==> config.mk <==
export PLATFORM = sky130hd
export DESIGN_NAME = edh_ctrl
export DESIGN_NICKNAME = d
export VERILOG_FILES = /design/src/hw/rtl/edh_pkg.sv /design/src/hw/rtl/edh_ctrl.sv
export VERILOG_INCLUDE_DIRS = /design/src /design/src/hw/rtl
export SDC_FILE = /design/constraint.sdc
export NUM_CORES = 1
export LEC_CHECK = 0
export ABC_AREA = 1
export BUFFER_PORTS_ARGS = -buffer_cell sky130_fd_sc_hd__buf_2
export CAP_MARGIN = 25
export CORE_AREA = 2 2 40 42
export CTS_BUF_LIST = sky130_fd_sc_hd__clkbuf_8 sky130_fd_sc_hd__clkbuf_16
export DETAILED_ROUTE_END_ITERATION = 7
export DIE_AREA = 0 0 42 44
export MAX_ROUTING_LAYER = met4
export PLACE_DENSITY = 0.72
export SYNTH_ARGS = -nofsm -noshare
export SYNTH_HDL_FRONTEND = slang
export SYNTH_SLANG_ARGS = --single-unit
==> constraint.sdc <==
create_clock -name clk -period 1.5 [get_ports clk]
set_input_delay 0.225 -clock clk [delete_from_list [all_inputs] [get_ports clk]]
set_output_delay 0.225 -clock clk [all_outputs]
set_load 0.1 [all_outputs]
==> src/hw/rtl/edge_dedup_hash_set_macros.svh <==
// Assertion macros for the edge dedup hash set RTL.
`ifndef EDGE_DEDUP_HASH_SET_MACROS_SVH
`define EDGE_DEDUP_HASH_SET_MACROS_SVH

// Same-cycle implication, checked on every clock edge outside reset.
`define EDH_ASSERT_NOW(label, ante, cons) \
	label: assert property (@(posedge clk) disable iff (!arst_n) (ante) |-> (cons)) \
		else $error("edh assertion failed");

// Next-cycle implication, checked on every clock edge outside reset.
`define EDH_ASSERT_NEXT(label, ante, cons) \
	label: assert property (@(posedge clk) disable iff (!arst_n) (ante) |=> (cons)) \
		else $error("edh assertion failed");

`endif

==> src/hw/rtl/edh_pkg.sv <==
// Package: constants, widths and controller/datapath interface types.
`default_nettype none
package edh_pkg;

	localparam int TABLE_SLOTS = 2048;
	localparam int MAX_PROBES  = 32;
	localparam int SLOT_W      = $clog2(TABLE_SLOTS);
	localparam int PROBE_W     = $clog2(MAX_PROBES + 1);
	localparam int SLOT_IDX_W  = 11;
	localparam int COORD_W     = 15;
	localparam int HASH_W      = 32;

	localparam logic [HASH_W-1:0] HASH_MX  = 32'd73856093;
	localparam logic [HASH_W-1:0] HASH_MY  = 32'd19349663;
	localparam logic [HASH_W-1:0] HASH_MZ  = 32'd83492791;
	localparam logic [HASH_W-1:0] HASH_MIX = 32'd2654435761;

	localparam logic OP_INSERT = 1'b0;
	localparam logic OP_CLEAR  = 1'b1;

	// controller -> datapath
	typedef struct packed {
		logic load;     // capture input beat
		logic hash1;    // coordinate products
		logic hash2;    // endpoint hashes, ordering
		logic hash3;    // key mix, home slot
		logic probe;    // evaluate probe, advance or finish
		logic clr;      // write zero at sweep address
		logic clr_res;  // result of a clear operation
		logic emit;     // load output register
	} edh_cmd_t;

	// datapath -> controller
	typedef struct packed {
		logic clr_done;
		logic probe_end;
	} edh_sts_t;

endpackage
`default_nettype wire

==> src/hw/rtl/edh_ctrl.sv <==
// Controller: one-hot sequencer for hashing, probing, clearing and result hand-off.
`default_nettype none
`include "edge_dedup_hash_set_macros.svh"
module edh_ctrl (
	input  wire logic            clk,
	input  wire logic            arst_n,
	input  wire logic            in_valid,
	input  wire logic            in_opcode,
	output logic                 in_ready,
	output logic                 out_valid,
	input  wire logic            out_ready,
	output edh_pkg::edh_cmd_t    cmd,
	input  wire edh_pkg::edh_sts_t sts
);
	import edh_pkg::*;

	typedef enum logic [7:0] {
		S_CLEAR = 8'b0000_0001,
		S_IDLE  = 8'b0000_0010,
		S_HASH1 = 8'b0000_0100,
		S_HASH2 = 8'b0000_1000,
		S_HASH3 = 8'b0001_0000,
		S_FIRST = 8'b0010_0000,
		S_PROBE = 8'b0100_0000,
		S_EMIT  = 8'b1000_0000
	} state_t;

	state_t state_q, state_d;
	logic   clr_emit_q;
	logic   out_valid_q;
	logic   out_free;

	assign out_free  = !out_valid_q || out_ready;
	assign out_valid = out_valid_q;

	always_comb begin
		state_d  = state_q;
		cmd      = '0;
		in_ready = 1'b0;
		case (state_q)
			S_CLEAR: begin
				cmd.clr = 1'b1;
				if (sts.clr_done) begin
					cmd.clr_res = clr_emit_q;
					state_d     = clr_emit_q ? S_EMIT : S_IDLE;
				end
			end
			S_IDLE: begin
				in_ready = 1'b1;
				if (in_valid) begin
					cmd.load = 1'b1;
					state_d  = (in_opcode == OP_CLEAR) ? S_CLEAR : S_HASH1;
				end
			end
			S_HASH1: begin
				cmd.hash1 = 1'b1;
				state_d   = S_HASH2;
			end
			S_HASH2: begin
				cmd.hash2 = 1'b1;
				state_d   = S_HASH3;
			end
			S_HASH3: begin
				cmd.hash3 = 1'b1;
				state_d   = S_FIRST;
			end
			S_FIRST: begin
				state_d = S_PROBE;
			end
			S_PROBE: begin
				cmd.probe = 1'b1;
				if (sts.probe_end) begin
					state_d = S_EMIT;
				end
			end
			S_EMIT: begin
				if (out_free) begin
					cmd.emit = 1'b1;
					state_d  = S_IDLE;
				end
			end
			default: begin
				state_d = S_IDLE;
			end
		endcase
	end

	always_ff @(posedge clk or negedge arst_n) begin
		if (!arst_n) begin
			state_q     <= S_CLEAR;
			clr_emit_q  <= 1'b0;
			out_valid_q <= 1'b0;
		end else begin
			state_q <= state_d;
			if (in_valid && in_ready && in_opcode == OP_CLEAR) begin
				clr_emit_q <= 1'b1;
			end else if (state_q == S_CLEAR && sts.clr_done) begin
				clr_emit_q <= 1'b0;
			end
			if (cmd.emit) begin
				out_valid_q <= 1'b1;
			end else if (out_ready) begin
				out_valid_q <= 1'b0;
			end
		end
	end

	`EDH_ASSERT_NOW(a_emit_into_free, cmd.emit, out_free)
	`EDH_ASSERT_NEXT(a_probe_to_emit, state_q == S_PROBE && sts.probe_end, state_q == S_EMIT)
	`EDH_ASSERT_NOW(a_no_accept_clearing, state_q == S_CLEAR, !in_ready)
	`EDH_ASSERT_NOW(a_valid_from_emit, $rose(out_valid_q), $past(state_q == S_EMIT))

endmodule
`default_nettype wire

==> results.md, run 1 <==
* GRT Total Usage at 23.8%
* #FFs+latches synth at 10
* Fraction of layout cells with a size suffix above 1 at 59.2%
* Critical Path End Type: output port
* DR pass1 iterations at 4
* Min Tclk post-route at approximately 1.7 ns
* Total CTS buffers at 3
* Rows at 14
* Sw frac at 53.1%
* Skew final at between 0.002 and 0.0025 ns
* Setup_tns at -1.04 ns
* Dpl hpwl at between 1 and 1.5 mm
* PwrDens at 2300 nW/um^2
* Chip Width at between 40 and 50 um
* WS Path Type: reg2out
* Max frequency at 594 MHz
* Sequential-to-total area share from yosys stat at between 30% and 40%
* Syn Inst Count at 94
* Critical Path RT at approximately 1.3 ns
* Initial core utilization at a little under half
* Clk pin slew, worst setup/hold paths at 0.05 ns
* Leakage at 0.601 nW
* Clk_lat worst skew at between 0.2 and 0.25 ns
* P_int at between 1 and 1.5 mW
* Max-slew violations at 0
* Startpoint Class: register
* Hold Vio Cnt, Final at 0
* Max-cap viol count at 0
* Number of H-tree levels at 1
* Worst vdd ir at between 2 and 2.5 mV
* CTS tree: built
* Die area at ~1800 sq um
* Number of antenna diodes at 0
* Net switching power at between 1 and 1.5 mW
* GP Congestion at 0.903
* Tcrit/Tclk final at 112%
* Clk sinks at 10
* Drt via density at 4.92
* Post-synthesis net count at a little over 100
* First-pass GRT wire length at slightly above 3 mm
* Avg Cell Area, Syn at around 7 sq um
* Root Buffer: clkbuf_8
* GR Overflow Total at 0
* WL final at approximately 2.0 mm
* WL/cell at about 14 um
* Via Count at 719
* Core area at approximately 1400 sq um
* Final WS setup at -0.183 ns
* Yosys cell types at 18
* Largest net degree at the start of global routing at 11
* Initial DRC count at 47
* Endpoints failing setup at 12
* Sequential Power Share at between 10% and 20%
* Slew @ Worst Pin at roughly 0.48 ns
* FF-to-FF path depth at 11
* Crit-path max FO at 2
* Post-DP Area at 941 sq um
* # port buffers at 16
* Synthesized cell area at around 660 sq um
* Most frequent cells in the layout: 20 x nand2_1, 15 x buf_4, 9 x nand2_2, 9 x buf_12
* Post-detailed-route count of antenna-violating nets at 0
* Top Ports at 17
* Post-route cell area at between 1000 and 1500 sq um
* HP Class: in2reg
* Clock power frac at a little over an eighth
* Status: complete, but fails checks
* NumNets Final at roughly 140
* Most common cell after layout, fill and taps aside: nand2_1
* Core Util, Final at 82.2%
* P&R area growth vs syn at 76.2%
* Gate power share at slightly above 70%
* Failing checks: setup timing
* Slew headroom at slightly below 70%
* Unrepaired setup endpoints after global routing: true
* Worst hold path depth at 2
* Die height at approximately 44 um
* DR DRC count at 0
* Initial antenna violation count at 0
* WP data arrival at around 1.5 ns
* Clock Path Buffers at 2
* Number of global-route vias before repair at between 700 and 800
* Post-layout total power at around 2.7 mW
* Yosys warns at 0
==> worst max-delay path, stage by stage, from the launching register on <==
cell     delay, ns
dfstp_2       0.57
nand2_2       0.08
nor2_4        0.10
nand2_4       0.07
nor3_4        0.18
buf_12        0.21
==> cells in the mapped netlist, drive strengths merged <==
| master | count | area share (%) |
|---|---|---|
| nand3 | 2 | 1.5 |
| or2 | 1 | 0.95 |
| o21ai | 4 | 3.0 |
| nand4 | 1 | 0.95 |
| nor3 | 3 | 3.0 |
| dfstp | 1 | 4.0 |
| inv | 22 | 13 |
| dfrtp | 9 | 34 |
| nor2 | 16 | 13 |
| nand2 | 35 | 26 |
==> final cells by class <==
type | instances | area (sq um)
Tap cell | 16 | 20.0
Inverter | 22 | 104
Clock buffer | 4 | 55.1
Multi-Input combinational cell | 62 | 397
Sequential cell | 10 | 253
Timing Repair Buffer | 32 | 338
Fill cell | 83 | 253
==> through the flow <==
| step | worst slack [ns] | cells | hold slack (ns) |
|---|---|---|---|
| finish | -0.183 | 146 | 0.191 |
| global route | -0.191 | 146 | 0.215 |
| CTS | -0.168 | 142 | 0.200 |
| detailed placement | 0.0811 | 126 | 0.0934 |
| global placement | 0.130 | 126 | 0.0932 |
| floorplan | -0.265 | 94 | -0.0706 |
==> path summary, 6_finish.rpt <==
path / startpoint / to / slack, ns
min: out_ready / out_valid / 0.19
max: state_q[0] / cmd[1] / -0.18
min in group asynchronous: arst_n / clr_emit_q / 0.38
min reg2reg: clr_emit_q / clr_emit_q / 0.51
max in group asynchronous: arst_n / state_q[0] / 0.87
max reg2reg: state_q[0] / state_q[1] / -0.05
==> power groups by stage <==
stage / clock, mW / sequential [mW] / combinational (mW)
floorplan: 0 / 0.421 / 1.13
global placement: 0 / 0.394 / 1.55
detailed placement: 0 / 0.398 / 1.58
CTS: 0.343 / 0.394 / 1.77
global route: 0.362 / 0.409 / 2.01
finish: 0.353 / 0.405 / 1.92
==> layer usage <==
layer	GRT usage [%]	up-vias	wire length [um]
li1	-	347	-
met1	26.1	331	764
met2	40.3	29	1060
met3	3.75	12	97
met4	14.8	0	78
met5	-	-	0
==> repair_timing <==
item	4_1_cts	5_1_grt
endpoints found under the setup margin	9	11
hold buffers	1	0
resized for setup	12	5
endpoints found under the hold margin	9	0
gates cloned	0	0
pin swaps	7	3
setup buffers	11	4
==> registers in the layout (all words and copies together), names as in the netlist <==
register and flops:
state_q 8, clr_emit_q 1, out_valid 1
==> logic make-up (layout without fill, tap and decap cells) <==
kind of cell           Yosys count  count (layout)  share of synthesized area (%)
and+or+nand+nor                 58              58                           46.1
buffers and inverters           22              58                           12.9
AOI/OAI and AO/OA                4               4                           3.02
DFF                             10              10                           38.0
No activity file was read; power rests on OpenSTA's default activity.
==> run 2: changes to the inputs <==
--- a/config.mk
+++ b/config.mk
@@ -15,6 +15,8 @@
 export DIE_AREA = 0 0 42 44
 export MAX_ROUTING_LAYER = met4
 export PLACE_DENSITY = 0.72
+export SLEW_MARGIN = 30
 export SYNTH_ARGS = -nofsm -noshare
 export SYNTH_HDL_FRONTEND = slang
 export SYNTH_SLANG_ARGS = --single-unit
+export TNS_END_PERCENT = 5
==> constraint.sdc (replaced) <==
create_clock -name clk -period 1.6 [get_ports clk]
set_input_delay 0.24 -clock clk [delete_from_list [all_inputs] [get_ports clk]]
set_output_delay 0.24 -clock clk [all_outputs]
set_load 0.1 [all_outputs]
==> results.md, run 2 (synthesis results as in run 1) <==
* Hold Vio Cnt, Final at 0
* Max-cap viol count at 0
* Most frequent cells in the layout: 23 x nand2_1, 11 x inv_2, 10 x buf_12
* Tcrit/Tclk final at 104%
* DR pass1 iterations at 4
* Busiest grt layer: met2
* Die area at between 1500 and 2000 sq um
* Max FFs per register at 8
* HP Class: in2reg
* Dpl hpwl at around 1.2 mm
* DR DRC count at 0
* Number of antenna diodes at 0
* GP Congestion at roughly 0.85
* Post-detailed-route count of antenna-violating nets at 0
* Number of global-route vias before repair at around 660
* Skew final at 0.00226 ns
* Finished Layout Cells at 140
* Critical Path RT at approximately 1.4 ns
* Endpoints failing setup at 5
* NumNets Final at about 130
* Fraction of layout cells with a size suffix above 1 at 53.2%
* Inst Count DP at between 100 and 150
* Most common cell after layout, fill and taps aside: nand2_1
* Via Count at about 660
* Status: complete, but fails checks
* Total CTS buffers at 3
* Setup_tns at -0.144 ns
* Number of H-tree levels at 1
* Met2 Usage GRT at between 40% and 50%
* Pre-CTS WS at approximately 0.16 ns
* Drt via density at around 4.7
* Min Tclk post-route at approximately 1.7 ns
* Filler cell count at 90
* Initial DRC count at 14
* Final WS setup at -0.0621 ns
* Worst-path cell chain: inv_2 -> nand2_4 -> nor2_8 -> buf_12 -> nand2_4 -> nor2_4 -> buf_12
* Crit-path max FO at 4
* Largest register by flop count: state_q
* Worst path bufs/invs at 3
* WL final at approximately 1.6 mm
* Crit-path slowest cell: dfrtp_1
* Clk sinks at 10
* PwrDens at 2100 nW/um^2
* Hold Slack at between 0.2 and 0.25 ns
* Failing checks: setup timing
* Unrepaired setup endpoints after global routing: true
* Startpoint Class: register
* Initial core utilization at 46.6%
* Critical Path End Type: output port
* Core area at between 1000 and 1500 sq um
* Top Ports at 17
* Die height at between 40 and 50 um
* WS Path Type: reg2out
* WP data arrival at approximately 1.4 ns
* Slew @ Worst Pin at 0.484 ns
* WL/cell at ~11 um
* Chip Width at between 40 and 50 um
* First-pass GRT wire length at 2.82 mm
* Post-DP Area at a little over 900 sq um
* Clk_lat worst skew at about 0.24 ns
* Initial antenna violation count at 0
* CTS tree: built
* P&R area growth vs syn at 69.0%
* Max-slew violations at 0
* Largest net degree at the start of global routing at 11
* Critical path's largest stage delay at 0.41 ns
* GRT Total Usage at approximately 22%
* Clock Path Buffers at 2
* Met3 usage at between 4 and 5%
* Clk pin slew, worst setup/hold paths at 0.05 ns
* Max frequency at between 600 and 700 MHz
* Post-route cell area at between 1000 and 1500 sq um
* Leakage at slightly above 0.6 nW
* Worst vdd ir at around 2 mV
* Rows at 14
* GR Overflow Total at 0
* Root Buffer: clkbuf_8
* Top delay family on crit path: flip-flops
* # port buffers at 16
* Slew headroom at 68.0%
* Routing usage on met1 at around a fifth
[run 2: repair_timing]
action                     CTS  global route
setup endpoints to repair    4             9
buffers inserted             9             0
gates resized for setup     14             5
hold endpoints to repair     9             0
pin swaps                    8             7
hold buffers                 1             0
[run 2: power by group]
part	switching (mW)	total [mW]	internal [mW]
combinational	1.06	1.65	0.582
clock	0.106	0.323	0.217
sequential	0.0498	0.376	0.327
total	1.22	2.35	1.13
[run 2: worst paths after layout]
| path | start | to | slack (ns) | depth (start not counted) |
|---|---|---|---|---|
| setup / recovery | state_q[6] | cmd[7] | -0.06 | 7 |
| hold / removal | in_opcode | state_q[0] | 0.23 | 3 |
| setup reg to reg | state_q[0] | state_q[7] | 0.15 | 11 |
| hold reg to reg | clr_emit_q | clr_emit_q | 0.50 | 2 |
| max in group asynchronous | arst_n | state_q[0] | 0.95 | 2 |
| min in group asynchronous | arst_n | state_q[1] | 0.39 | 2 |
[run 2: layer usage]
layer	vias up	wire, um	part of all wire (%)
met5	-	0	0
met1	296	549	34
met3	6	67	4.2
met2	17	943	59
met4	0	41	2.6
li1	336	-	-
[run 2: worst min-delay path: cells and delay by family]
kind                   cells  cell delay, ns
AND/OR/NAND/NOR            2            0.12
buffers and inverters      1            0.10
[run 2: through the flow]
stage               util (%)  power [mW]
floorplan                  -        1.43
global placement        65.1        1.81
detailed placement      65.1        1.84
CTS                     77.6        2.34
global route            78.8        2.48
finish                  78.8        2.35
[run 2: area by class of cell]
cell class,instances,area (sq um),share of cell area (%)
flip-flops and latches,10,251,22.5
well taps,16,20.0,1.79
multi-input cells,62,387,34.6
inverters,22,92.6,8.28
repair buffers,26,313,28.0
clock buffers,4,55.1,4.92
